<file path="src/rtl/rse_pkg.sv">
// Shared constants, types and register codes of the rotor state estimator.
// Used by rse_window, rse_velocity_filter and rotor_state_estimator.
// No dependencies.
package rse_pkg;

    // Field widths
    localparam int ENCODER_BITS = 14;
    localparam int SAMPLE_BITS  = 12;
    localparam int TURN_BITS    = 32;
    localparam int POS_BITS     = TURN_BITS + ENCODER_BITS;
    localparam int VEL_BITS     = 32;
    localparam int ALPHA_BITS   = 16;
    localparam int MEAN_BITS    = SAMPLE_BITS + 1;

    // Moving window: the depth must be a power of two, the mean is a shift
    localparam int WINDOW_DEPTH = 16;
    localparam int WINDOW_LOG   = $clog2(WINDOW_DEPTH);
    localparam int SLOT_BITS    = WINDOW_LOG;
    localparam int SUM_BITS     = SAMPLE_BITS + WINDOW_LOG;

    // Unwrap and velocity step limits
    localparam int HALF_TURN    = 1 << (ENCODER_BITS - 1);
    localparam int STEP_BITS    = 16;
    localparam int STEP_LIMIT   = 32767;

    // Configuration port
    localparam int CFG_IDX_BITS  = 3;
    localparam int CFG_DATA_BITS = 16;

    // Stream payload layouts
    localparam int IN_FIELD_BITS  = ENCODER_BITS + 4 * SAMPLE_BITS;
    localparam int IN_DATA_BITS   = ((IN_FIELD_BITS + 7) / 8) * 8;
    localparam int OUT_FIELD_BITS = TURN_BITS + POS_BITS + 2 * VEL_BITS
                                    + 3 * MEAN_BITS + SAMPLE_BITS;
    localparam int OUT_DATA_BITS  = ((OUT_FIELD_BITS + 7) / 8) * 8;

    // Register reset values
    localparam logic [ENCODER_BITS-1:0] POS_OFFSET_RST  = '0;
    localparam logic [ALPHA_BITS-1:0]   FAST_ALPHA_RST  = 16'd65535;
    localparam logic [ALPHA_BITS-1:0]   SLOW_ALPHA_RST  = 16'd6554;
    localparam logic [SAMPLE_BITS-1:0]  PHASE_OFF_RST   = SAMPLE_BITS'(2048);

    typedef enum logic [CFG_IDX_BITS-1:0] {
        CFG_POS_OFFSET = 3'd0,
        CFG_FAST_ALPHA = 3'd1,
        CFG_SLOW_ALPHA = 3'd2,
        CFG_PHASE_A    = 3'd3,
        CFG_PHASE_B    = 3'd4,
        CFG_PHASE_C    = 3'd5
    } t_cfg_reg;

    // Control shared by the four window channels
    typedef struct packed {
        logic                 en;
        logic                 full;
        logic [SLOT_BITS-1:0] slot;
    } t_win_ctrl;

endpackage

</file>
<file path="src/rtl/rse_window.sv">
// One moving-window channel: sample ring and running sum.
// Depends on rse_pkg.
module rse_window
    import rse_pkg::*;
(
    input  logic                   i_clk,
    input  logic                   i_rst_n,
    input  t_win_ctrl              i_ctrl,
    input  logic [SAMPLE_BITS-1:0] i_sample,
    output logic [SUM_BITS-1:0]    o_sum
);

    logic [SAMPLE_BITS-1:0] r_ring [WINDOW_DEPTH];
    logic [SUM_BITS-1:0]    r_sum;
    logic [SUM_BITS-1:0]    n_sum;
    logic [SAMPLE_BITS-1:0] old_sample;

    // ring slots are only read back once every slot has been written
    assign old_sample = i_ctrl.full ? r_ring[i_ctrl.slot] : '0;
    assign n_sum      = r_sum - SUM_BITS'(old_sample) + SUM_BITS'(i_sample);

    always_ff @(posedge i_clk) begin
        if (!i_rst_n) begin
            r_sum <= '0;
        end else if (i_ctrl.en) begin
            r_sum <= n_sum;
        end
    end

    always_ff @(posedge i_clk) begin
        if (i_ctrl.en) begin
            r_ring[i_ctrl.slot] <= i_sample;
        end
    end

    assign o_sum = r_sum;

endmodule

</file>
<file path="src/rtl/rse_velocity_filter.sv">
// Exponential velocity filter in Q15.16 with round-half-up.
// Depends on rse_pkg.
module rse_velocity_filter
    import rse_pkg::*;
(
    input  logic                         i_clk,
    input  logic                         i_rst_n,
    input  logic                         i_en,
    input  logic signed [STEP_BITS-1:0]  i_step,
    input  logic        [ALPHA_BITS-1:0] i_alpha,
    output logic signed [VEL_BITS-1:0]   o_vel
);

    localparam int DELTA_BITS = VEL_BITS + 1;
    localparam int PROD_BITS  = DELTA_BITS + ALPHA_BITS + 1;

    logic signed [VEL_BITS-1:0]   r_vel;
    logic signed [VEL_BITS-1:0]   target;
    logic signed [DELTA_BITS-1:0] delta;
    logic signed [PROD_BITS-1:0]  prod;
    logic signed [PROD_BITS-1:0]  rounded;
    logic signed [VEL_BITS-1:0]   n_vel;

    // v' = v + round((alpha * (u - v)) / 2^16), u = step in Q15.16
    assign target  = {i_step, {(VEL_BITS - STEP_BITS){1'b0}}};
    assign delta   = DELTA_BITS'(target) - DELTA_BITS'(r_vel);
    assign prod    = $signed({1'b0, i_alpha}) * delta;
    assign rounded = (prod + PROD_BITS'(1 << (ALPHA_BITS - 1))) >>> ALPHA_BITS;
    assign n_vel   = r_vel + rounded[VEL_BITS-1:0];

    always_ff @(posedge i_clk) begin
        if (!i_rst_n) begin
            r_vel <= '0;
        end else if (i_en) begin
            r_vel <= n_vel;
        end
    end

    assign o_vel = r_vel;

endmodule

</file>
<file path="src/rtl/rotor_state_estimator.sv">
// Rotor state estimator top level: encoder unwrap, velocity filters, window means.
// Depends on rse_pkg, rse_window and rse_velocity_filter.
//
// Usage:
//  - One transfer on s_axis per control tick: encoder reading and four ADC
//    samples (phase A, B, C currents and supply). One result transfer on
//    m_axis per input transfer, in order; tlast marks the tick at which the
//    window slot index wrapped back to slot zero.
//  - Settings go in over the cfg channel (index, data); it is always ready.
//    Write only while no tick is in flight.
//  - Three register stages: input, unwrap/window, velocity/means. A result
//    is offered on m_axis once its tick has passed through all three, and
//    one tick per cycle is sustained while m_axis is ready; the velocity
//    filter feedback (one multiply and add per filter) sets the cycle.
//  - Reset clears the turn count, position, filters, window sums and slot
//    index and loads the register defaults. Ring contents need no reset:
//    they are not read until every slot has been written once.
//  - When m_axis stalls, empty stages keep filling, so up to three ticks
//    are taken before s_axis_tready drops; nothing is lost or repeated.
module rotor_state_estimator
    import rse_pkg::*;
(
    input  logic                     i_clk,
    input  logic                     i_rst_n,
    // configuration write channel
    input  logic                     i_cfg_valid,
    output logic                     o_cfg_ready,
    input  logic [CFG_IDX_BITS-1:0]  i_cfg_index,
    input  logic [CFG_DATA_BITS-1:0] i_cfg_data,
    // input stream
    input  logic                     s_axis_tvalid,
    output logic                     s_axis_tready,
    // encoder_angle, current_a_sample, current_b_sample, current_c_sample,
    // supply_sample
    input  logic [IN_DATA_BITS-1:0]  s_axis_tdata,
    // output stream
    output logic                     m_axis_tvalid,
    input  logic                     m_axis_tready,
    // turn_count, rotor_position, fast_velocity, slow_velocity,
    // mean_current_a, mean_current_b, mean_current_c, mean_supply
    output logic [OUT_DATA_BITS-1:0] m_axis_tdata,
    output logic                     m_axis_tlast   // window_done
);

    // ------------------------------------------------------------------
    // Configuration registers
    // ------------------------------------------------------------------
    logic [ENCODER_BITS-1:0] r_pos_offset;
    logic [ALPHA_BITS-1:0]   r_fast_alpha;
    logic [ALPHA_BITS-1:0]   r_slow_alpha;
    logic [SAMPLE_BITS-1:0]  r_phase_off [3];

    assign o_cfg_ready = 1'b1;

    always_ff @(posedge i_clk) begin
        if (!i_rst_n) begin
            r_pos_offset   <= POS_OFFSET_RST;
            r_fast_alpha   <= FAST_ALPHA_RST;
            r_slow_alpha   <= SLOW_ALPHA_RST;
            r_phase_off[0] <= PHASE_OFF_RST;
            r_phase_off[1] <= PHASE_OFF_RST;
            r_phase_off[2] <= PHASE_OFF_RST;
        end else if (i_cfg_valid) begin
            // indices past the list are dropped
            unique case (t_cfg_reg'(i_cfg_index))
                CFG_POS_OFFSET: r_pos_offset   <= i_cfg_data[ENCODER_BITS-1:0];
                CFG_FAST_ALPHA: r_fast_alpha   <= i_cfg_data[ALPHA_BITS-1:0];
                CFG_SLOW_ALPHA: r_slow_alpha   <= i_cfg_data[ALPHA_BITS-1:0];
                CFG_PHASE_A:    r_phase_off[0] <= i_cfg_data[SAMPLE_BITS-1:0];
                CFG_PHASE_B:    r_phase_off[1] <= i_cfg_data[SAMPLE_BITS-1:0];
                CFG_PHASE_C:    r_phase_off[2] <= i_cfg_data[SAMPLE_BITS-1:0];
                default: ;
            endcase
        end
    end

    // ------------------------------------------------------------------
    // Pipeline flow control: each stage advances when the one after it
    // moves or is empty, so bubbles collapse under a stalled output.
    // ------------------------------------------------------------------
    logic r_s1_valid;
    logic r_s2_valid;
    logic r_out_valid;
    logic adv_out;
    logic adv_s2;
    logic adv_s1;

    assign adv_out       = !r_out_valid || m_axis_tready;
    assign adv_s2        = adv_out || !r_s2_valid;
    assign adv_s1        = adv_s2 || !r_s1_valid;
    assign s_axis_tready = adv_s1;

    always_ff @(posedge i_clk) begin
        if (!i_rst_n) begin
            r_s1_valid  <= 1'b0;
            r_s2_valid  <= 1'b0;
            r_out_valid <= 1'b0;
        end else begin
            if (adv_s1) begin
                r_s1_valid <= s_axis_tvalid;
            end
            if (adv_s2) begin
                r_s2_valid <= r_s1_valid;
            end
            if (adv_out) begin
                r_out_valid <= r_s2_valid;
            end
        end
    end

    // ------------------------------------------------------------------
    // Stage 1: input register
    // ------------------------------------------------------------------
    logic [ENCODER_BITS-1:0] r_s1_enc;
    logic [SAMPLE_BITS-1:0]  r_s1_sample [4];

    always_ff @(posedge i_clk) begin
        if (adv_s1) begin
            r_s1_enc <= s_axis_tdata[ENCODER_BITS-1:0];
            for (int k = 0; k < 4; k++) begin
                r_s1_sample[k] <= s_axis_tdata[ENCODER_BITS + k*SAMPLE_BITS +: SAMPLE_BITS];
            end
        end
    end

    // ------------------------------------------------------------------
    // Stage 2: unwrap, position, saturated step, window update
    // ------------------------------------------------------------------
    logic                       upd_s2;
    logic [ENCODER_BITS-1:0]    r_last_enc;
    logic [TURN_BITS-1:0]       r_turns;
    logic [POS_BITS-1:0]        r_last_pos;
    logic [SLOT_BITS-1:0]       r_slot;
    logic                       r_full;
    logic signed [STEP_BITS-1:0] r_s2_step;
    logic                       r_s2_done;

    logic signed [ENCODER_BITS:0] enc_diff;
    logic [TURN_BITS-1:0]         n_turns;
    logic [POS_BITS-1:0]          n_pos;
    logic signed [POS_BITS:0]     pos_diff;
    logic signed [STEP_BITS-1:0]  n_step;
    logic [SLOT_BITS-1:0]         n_slot;
    logic                         slot_wrap;

    assign upd_s2 = r_s1_valid && adv_s2;

    assign enc_diff = $signed({1'b0, r_s1_enc}) - $signed({1'b0, r_last_enc});

    // a jump of more than half a turn counts a revolution; exactly half does not
    always_comb begin
        priority if (enc_diff < -(ENCODER_BITS + 1)'(HALF_TURN)) begin
            n_turns = r_turns + TURN_BITS'(1);
        end else if (enc_diff > (ENCODER_BITS + 1)'(HALF_TURN)) begin
            n_turns = r_turns - TURN_BITS'(1);
        end else begin
            n_turns = r_turns;
        end
    end

    assign n_pos    = {n_turns, r_s1_enc} - POS_BITS'(r_pos_offset);
    assign pos_diff = $signed({n_pos[POS_BITS-1], n_pos})
                      - $signed({r_last_pos[POS_BITS-1], r_last_pos});

    // clamp the position step to +-STEP_LIMIT ticks
    always_comb begin
        priority if (pos_diff > (POS_BITS + 1)'(STEP_LIMIT)) begin
            n_step = STEP_BITS'(STEP_LIMIT);
        end else if (pos_diff < -(POS_BITS + 1)'(STEP_LIMIT)) begin
            n_step = -STEP_BITS'(STEP_LIMIT);
        end else begin
            n_step = pos_diff[STEP_BITS-1:0];
        end
    end

    assign slot_wrap = (r_slot == SLOT_BITS'(WINDOW_DEPTH - 1));
    assign n_slot    = slot_wrap ? '0 : r_slot + SLOT_BITS'(1);

    always_ff @(posedge i_clk) begin
        if (!i_rst_n) begin
            r_last_enc <= '0;
            r_turns    <= '0;
            r_last_pos <= '0;
            r_slot     <= '0;
            r_full     <= 1'b0;
        end else if (upd_s2) begin
            r_last_enc <= r_s1_enc;
            r_turns    <= n_turns;
            r_last_pos <= n_pos;
            r_slot     <= n_slot;
            if (slot_wrap) begin
                r_full <= 1'b1;
            end
        end
    end

    always_ff @(posedge i_clk) begin
        if (upd_s2) begin
            r_s2_step <= n_step;
            r_s2_done <= slot_wrap;
        end
    end

    // window channels: A, B, C, supply
    t_win_ctrl           win_ctrl;
    logic [SUM_BITS-1:0] win_sum [4];

    assign win_ctrl.en   = upd_s2;
    assign win_ctrl.full = r_full;
    assign win_ctrl.slot = r_slot;

    for (genvar g = 0; g < 4; g++) begin : g_window
        rse_window u_window (
            .i_clk    (i_clk),
            .i_rst_n  (i_rst_n),
            .i_ctrl   (win_ctrl),
            .i_sample (r_s1_sample[g]),
            .o_sum    (win_sum[g])
        );
    end

    // ------------------------------------------------------------------
    // Output stage: velocity filters and window means. The filter state
    // registers double as the velocity fields of the result register.
    // ------------------------------------------------------------------
    logic                       upd_out;
    logic signed [VEL_BITS-1:0] fast_vel;
    logic signed [VEL_BITS-1:0] slow_vel;

    assign upd_out = r_s2_valid && adv_out;

    rse_velocity_filter u_fast_filter (
        .i_clk   (i_clk),
        .i_rst_n (i_rst_n),
        .i_en    (upd_out),
        .i_step  (r_s2_step),
        .i_alpha (r_fast_alpha),
        .o_vel   (fast_vel)
    );

    rse_velocity_filter u_slow_filter (
        .i_clk   (i_clk),
        .i_rst_n (i_rst_n),
        .i_en    (upd_out),
        .i_step  (r_s2_step),
        .i_alpha (r_slow_alpha),
        .o_vel   (slow_vel)
    );

    logic [TURN_BITS-1:0]   r_out_turns;
    logic [POS_BITS-1:0]    r_out_pos;
    logic [MEAN_BITS-1:0]   r_out_mean [3];
    logic [SAMPLE_BITS-1:0] r_out_supply;
    logic                   r_out_done;

    always_ff @(posedge i_clk) begin
        if (upd_out) begin
            r_out_turns <= r_turns;
            r_out_pos   <= r_last_pos;
            for (int k = 0; k < 3; k++) begin
                // floor of the window mean, then the phase offset
                r_out_mean[k] <= {1'b0, win_sum[k][SUM_BITS-1:WINDOW_LOG]}
                                 - {1'b0, r_phase_off[k]};
            end
            r_out_supply <= win_sum[3][SUM_BITS-1:WINDOW_LOG];
            r_out_done   <= r_s2_done;
        end
    end

    assign m_axis_tvalid = r_out_valid;
    assign m_axis_tlast  = r_out_done;
    assign m_axis_tdata  = {
        (OUT_DATA_BITS - OUT_FIELD_BITS)'(0),
        r_out_supply,
        r_out_mean[2],
        r_out_mean[1],
        r_out_mean[0],
        slow_vel,
        fast_vel,
        r_out_pos,
        r_out_turns
    };

endmodule
</file>
<file path="config.mk">
export PLATFORM = sky130hd
export DESIGN_NAME = rotor_state_estimator
export DESIGN_NICKNAME = d
export VERILOG_FILES = /design/src/rtl/rse_pkg.sv /design/src/rtl/rse_window.sv /design/src/rtl/rse_velocity_filter.sv /design/src/rtl/rotor_state_estimator.sv
export SDC_FILE = /design/constraint.sdc
export NUM_CORES = 2
export LEC_CHECK = 0
export ABC_CLOCK_PERIOD_IN_PS = 12600
export CELL_PAD_IN_SITES_DETAIL_PLACEMENT = 1
export CELL_PAD_IN_SITES_GLOBAL_PLACEMENT = 1
export CORE_ASPECT_RATIO = 1.4
export CORE_MARGIN = 8
export CORE_UTILIZATION = 53
export DETAILED_ROUTE_END_ITERATION = 10
export DONT_BUFFER_PORTS = 1
export PLACE_DENSITY = 0.91
export SYNTH_ARGS = -nofsm -noshare
export SYNTH_HDL_FRONTEND = slang
export SYNTH_SLANG_ARGS = --single-unit
</file>
<file path="constraint.sdc">
create_clock -name i_clk -period 12.6 [get_ports i_clk]
set_input_delay 2.52 -clock i_clk [delete_from_list [all_inputs] [get_ports i_clk]]
set_output_delay 2.52 -clock i_clk [all_outputs]
set_load 0.02 [all_outputs]
</file>
* Word-level counts from Yosys, hierarchy flattened
Memory sizes are Yosys's and may differ from the RTL's. A register that Yosys moved wholly into a read port is not among the register bits.
Index checks and enable logic that the tools add are counted.
W data, S select, Z words.
** Word-level totals
- Bits in writable memories :: 891
- Memories kept :: 7
- Output and inout port bits :: 204
- Bits in read-only memories :: 0
- Latch bits :: 0
- Register bits after elaboration :: 396
** Memories
- g_window[0].u_window.r_ring :: words 16, width 12, read ports 1, clocked after memory_dff 1, wr ports 1, RTL line rse_window.sv:13 : logic [SAMPLE_BITS-1:0] r_ring [WINDOW_DEPTH];
- g_window[1].u_window.r_ring :: words 16, width 12, read ports 1, clocked after memory_dff 1, wr ports 1, RTL line rse_window.sv:13
- g_window[2].u_window.r_ring :: words 16, width 12, read ports 1, clocked after memory_dff 1, wr ports 1, RTL line rse_window.sv:13
- g_window[3].u_window.r_ring :: words 16, width 12, read ports 1, clocked after memory_dff 1, wr ports 1, RTL line rse_window.sv:13
- r_s1_sample :: words 4, width 12, read ports 4, clocked after memory_dff 0, wr ports 4, RTL line rotor_state_estimator.sv:115 : logic [SAMPLE_BITS-1:0] r_s1_sample [4];
- r_out_mean :: words 3, width 13, read ports 3, clocked after memory_dff 0, wr ports 3, RTL line rotor_state_estimator.sv:252 : logic [MEAN_BITS-1:0] r_out_mean [3];
- 1 more memories
** Cells by class
- Bitwise gates (word level) :: 3
- $mul :: 2
- Divide/modulo/power cells :: 0
- Add/sub/neg operators :: 23
- Muxes and demuxes :: 38
- Reductions and logical operators :: 14
- Eq/ne operators :: 6
- Magnitude comparators :: 4
- Shifts and indexed selects :: 0
** Operators with widths (number)
- $add A48 B17 Y48 const B :: 2
- $mul A17 B33 Y48 :: 2
- $mux W12 :: 7
- $sub A32 B32 Y33 :: 2
- $add A16 B12 Y16 :: 4
- $add A32 B32 Y32 :: 2
- $mux W32 :: 2
- $sub A16 B12 Y16 :: 4
- $gt A47 B16 Y1 const B :: 1
- $lt A47 B16 Y1 const B :: 1
- $sub A46 B46 Y47 :: 1
- $sub A46 B14 Y46 :: 1
- $sub A12 B12 Y13 :: 3
- $mux W4 :: 9
- $add A32 B1 Y32 const B :: 1
- $sub A32 B1 Y32 const B :: 1
- $mux W1 :: 19
- $mux W16 :: 1
- $gt A15 B15 Y1 const B :: 1
- $lt A15 B14 Y1 const B :: 1
- $sub A14 B14 Y15 :: 1
- $reduce_and A2 Y1 :: 4
- $eq A3 B2 Y1 const B :: 2
- $eq A3 B3 Y1 const B :: 2
- 9 further kinds :: 16

* Depth between registers and ports, before layout
- Depth after elaboration :: 8
- Depth in mapped cells :: 49
- Depth with buffers taken out :: 49

* Cells and area by module
Synthesis repeated with hierarchy kept, for this count alone.
** Second synthesis, totals
- Cell total of the unflattened synthesis :: 9436
- Area, all modules :: 102353.2 um^2
** By module, submodules not included
- rotor_state_estimator :: instances 1, cells each 2276, area an instance 21928.5 um^2
- rse_velocity_filter (u_fast_filter) :: instances 1, cells each 2502, area an instance 21794.7 um^2
- rse_velocity_filter (u_slow_filter) :: instances 1, cells each 2515, area an instance 21777.1 um^2
- rse_window (g_window[1].u_window ...) :: instances 2, cells each 538, area an instance 9256.4 um^2
- rse_window (g_window[3].u_window) :: instances 1, cells each 538, area an instance 9221.3 um^2
- rse_window (g_window[0].u_window) :: instances 1, cells each 529, area an instance 9118.7 um^2

* Worst setup path after synthesis
OpenSTA, ideal clock, no wires.
- Kind :: reg2reg
- Start :: register u_fast_filter.r_vel[16] (netlist: u_fast_filter.o_vel[16])
- End :: register u_fast_filter.r_vel[31] (netlist: u_fast_filter.o_vel[31])
- Stages on the path, launching flop included :: 48
- Arrival time :: 11100 ps
- Slack :: 1429 ps
- Path through :: dfxtp_1 inv_1 ha_1 or3b_2 nor4_1 a31oi_1 o21bai_1 a21oi_1 o21bai_1 a21oi_1 o21ai_0 o21a_1 nor2_1 xnor2_1 clkbuf_1 nand2_1 fa_1 fa_1 (+12 left out) o211a_1 o31ai_1 o21ai_0 a22o_1 or2_2 a21oi_1 xnor2_1 ha_1 o21a_1 o21ai_0 nor2_1 nand2_1 a21oi_1 and4_1 a2111oi_0 xnor3_1 or3_1 a21oi_1
** Between the ends
- Word-level cells in the longest chain between the ends :: 4
** Ends and longest elaborated chain
- from (decl) :: RTL line rse_velocity_filter.sv:17 : logic signed [VEL_BITS-1:0] r_vel;
- from (signal assigned) :: RTL line rse_velocity_filter.sv:35 : r_vel <= n_vel;
- $sub A32 B32 Y33 :: RTL line rse_velocity_filter.sv:26 : assign delta = DELTA_BITS'(target) - DELTA_BITS'(r_vel);
- $mul A17 B33 Y48 :: RTL line rse_velocity_filter.sv:27 : assign prod = $signed({1'b0, i_alpha}) * delta;
- $add A48 B17 Y48 :: RTL line rse_velocity_filter.sv:28 : assign rounded = (prod + PROD_BITS'(1 << (ALPHA_BITS - 1))) >>> ALPHA_BITS;
- $add A32 B32 Y32 * :: RTL line rse_velocity_filter.sv:29 : assign n_vel = r_vel + rounded[VEL_BITS-1:0];
Every way passes the cells marked *; elsewhere a longest branch is shown, timed or not.
A chain may end at the register's enable or synchronous reset.

* Worst setup path after layout
- Start :: register u_fast_filter.r_vel[2] (netlist: u_fast_filter.o_vel[2])
- End :: register u_fast_filter.r_vel[31] (netlist: u_fast_filter.o_vel[31])
The elaborated chain is that of the path after synthesis.

==> flow_metrics.env <==
export IMPL_synth_edf_count=1013
export IMPL_core_um2=186800
export IMPL_finalSetupViolCount=0
export IMPL_boundaryPins=292
export IMPL_crit_path_start_kind="flip-flop"
export IMPL_grt_overflow_total=0
export IMPL_path_class="reg2reg"
export IMPL_cpPeakStageDelay_ns=0.59
export IMPL_grt_use_total=0.3495
export IMPL_status="completed"
export IMPL_fin_crit_sh=0.9574
export IMPL_fp_dieH_um=527.9
export IMPL_hold_depth=0
export IMPL_worst_slew_pin_slew_ns=1.328
export IMPL_fin_nets=10640
export IMPL_hold_buffers=0
export IMPL_crit_required_ns=13.28
export IMPL_worstSetupEndpointType="flip-flop"
export IMPL_hold_violations=0
export IMPL_hold_class="reg2reg"
export IMPL_vias=73630
export IMPL_hold_end="r_out_pos[14]"
export IMPL_gp_congestion=0.9225
export IMPL_post_drt_wl_per_cell_um=30.88
export IMPL_dp_cells=11310
export IMPL_async_reset_ff_frac=0
export IMPL_port_buffers=0
export IMPL_clock_sinks=1291
export IMPL_synth_seq_cells=1291
export IMPL_r2r_start="u_fast_filter.o_vel[2]"
export IMPL_cp_common_cell="fa_1"
export IMPL_path_max_fanout=7
export IMPL_ys_seq_area_frac=0.3628
export IMPL_syn_avg_cell_area_um2=10.95
export IMPL_first_global_vias=83280
export IMPL_drive_above_1_share=0.08063
export IMPL_min_from="r_last_pos[14]"
export IMPL_initial_core_util=0.5310
export IMPL_path_clk_slew_ns=0.07
export IMPL_fin_ws_ns=0.5363
export IMPL_maxCapViolations=0
export IMPL_dp_hpwl_um=245300
export IMPL_hold_slack_ns=0.4326
export IMPL_dp_slack_ns=0.2263
export IMPL_die_width_um=381.6
export IMPL_synth_cell_types=106
export IMPL_yosys_warnings=0
export IMPL_drcViolationCount=0
export IMPL_cts_made_buffers=120
export IMPL_clkLatencyLatePin_ns=0.80
export IMPL_grt_max_degree=128
export IMPL_rows=188
export IMPL_slew_headroom=0.1098
export IMPL_worstPathArrival_ns=12.75
export IMPL_syn_area_um2=99180
export IMPL_r2r_end="u_fast_filter.o_vel[31]"
export IMPL_grt_pass1_wl_um=530300
export IMPL_postCtsSetupRepairBufs=0
export IMPL_ff2ff_path_depth=41
export IMPL_rrSetupSlack_ns=0.54
export IMPL_synthToLayoutAreaGrowth_pct=7.647
export IMPL_finalNonFillerCells=11570
export IMPL_slew_viol_final=0
export IMPL_dieArea_um2=201400
export IMPL_fin_crit_ns=12.06
export IMPL_vias_per_cell=6.366
export IMPL_rsz0062_at_grt="true"
export IMPL_ant_nets=0
export IMPL_cts_htree_levels=3
export IMPL_slowest_stage="fa_1"
export IMPL_cts_tree="built"
export IMPL_cts_root_buf="clkbuf_16"
export IMPL_antenna_found_initial=37
export IMPL_first_iter_violations=6815
export IMPL_ctsResizeCount=0
export IMPL_wl_um=357100
export IMPL_max_freq_mhz=82.89
export IMPL_cts_buffer_depth=3
export IMPL_syn_inst=9060
export IMPL_fin_skew_ns=0.1160
export IMPL_synth_flop_cell="edfxtp_1"
export IMPL_n_fill_cell=19330
export IMPL_firstDrtPassIters=8
==> worst max-delay path, delay by kind of cell (launching register included) <==
family,cells,cell delay [ns]
xor+xnor,2,0.97
fa+ha+maj,8,3.78
simple gates,12,2.92
flops,1,0.47
compound gates,15,3.45
buf+inv,4,0.38
==> Yosys cell counts (all sizes together) (10+ instances only) <==
cell type,n,area (um2)
inv,1568,5886
fa,1036,20740
nand2,1026,3851
edfxtp,1013,30420
and2,633,3960
ha,556,6957
a21oi,397,1994
clkbuf,330,1239
nor2,293,1105
dfxtp,278,5565
mux4,240,5405
xnor2,221,1936
o21ai,192,964.7
a21o,124,930.9
nand3,117,585.6
xor2,116,1016
nor3,103,530.5
a211oi,64,480.5
nand2b,55,344.1
and3,51,319.1
nor2b,49,314.1
buf,46,240.2
a31oi,41,256.5
nand4,41,262.8
o21a,41,307.8
or3,38,242.7
nor4,36,261.5
o211ai,26,200.2
o21bai,26,195.2
o211a,21,210.2
or2,18,112.6
a21boi,17,127.6
o31ai,16,133.9
o2111ai,15,131.4
or4,14,105.1
and4,12,105.1
nand4b,11,96.34
a41oi,10,95.10
==> cells by family (layout without fill, tap and decap cells) <==
group | Yosys count | count (layout) | synth area share
buffers and inverters | 1944 | 1944 | 0.07425
other | 2 | 37 | 0.00007572
adders and majority gates | 1592 | 1592 | 0.2792
DFF | 1291 | 1291 | 0.3628
AOI/OAI and AO/OA | 1108 | 1108 | 0.07174
muxes | 250 | 250 | 0.05552
xor gates and xnor gates | 338 | 338 | 0.02999
and+or+nand+nor | 2535 | 2535 | 0.1264
==> state kept, by name, indices dropped and copies added, names as in the netlist, 32 cells and up, named ones only <==
name / flops
g_window.u_window.r_ring: 768
g_window.u_window.o_sum: 64
r_out_pos: 46
u_fast_filter.o_vel: 32
r_last_pos: 46
r_s1_sample: 48
u_slow_filter.o_vel: 32
r_out_mean: 39
r_turns: 32
r_out_turns: 32
r_phase_off: 36
==> how the worst max path moves through the flow <==
stage | end | startpoint | cells past startpoint
2_1_floorplan | u_fast_filter.o_vel[31] | u_fast_filter.o_vel[16] | 47
3_3_place_gp | u_fast_filter.o_vel[31] | r_s2_step[0] | 48
3_5_place_dp | u_fast_filter.o_vel[31] | r_s2_step[0] | 48
4_1_cts | u_slow_filter.o_vel[30] | u_slow_filter.o_vel[0] | 41
5_1_grt | u_fast_filter.o_vel[31] | u_fast_filter.o_vel[2] | 44
6_report | u_fast_filter.o_vel[31] | u_fast_filter.o_vel[2] | 41
==> area by class of cell <==
cell class	instances	area [um2]	area share
diodes	29	72.57	0.0006797
well taps	2470	3090	0.02895
multi-input cells	5831	56290	0.5272
repair buffers	147	1116	0.01045
clock buffers	143	3161	0.02960
inverters	1568	5906	0.05531
flip-flops and latches	1291	36030	0.3374
clock inverters	86	1105	0.01035
==> layer usage <==
| layer | global-route usage | vias to the layer above | share of wire |
|---|---|---|---|
| met5 | 0 | - | 0.00045 |
| met4 | 0.2301 | 18 | 0.082 |
| met3 | 0.09491 | 1739 | 0.10 |
| met2 | 0.6095 | 4558 | 0.50 |
| met1 | 0.3711 | 37560 | 0.32 |
| li1 | - | 29750 | - |
==> cell usage in the layout, fill, tap and decap left out, types with 121 or more instances in the layout <==
master / instances
xnor2_1: 200
a21o_1: 124
fa_1: 1036
nand2_1: 1025
edfxtp_1: 1013
nor2_1: 278
mux4_2: 240
ha_1: 556
and2_1: 633
inv_1: 1565
a21oi_1: 391
o21ai_0: 185
clkbuf_16: 121
dfxtp_1: 251
buf_4: 146
==> per-stage QoR <==
stage	setup TNS (ns)	utilization	instance area, um2
6_report	0	0.5717	106800
3_5_place_dp	0	0.5479	102300
3_3_place_gp	0	0.5479	102300
4_1_cts	0	0.5707	106600
5_1_grt	-0.0002682	0.5713	106700
2_1_floorplan	0	-	99210
Power is left out: the tool's default activity adds up to more than one toggle a clock period on the data nets, which glitch-free logic cannot reach.
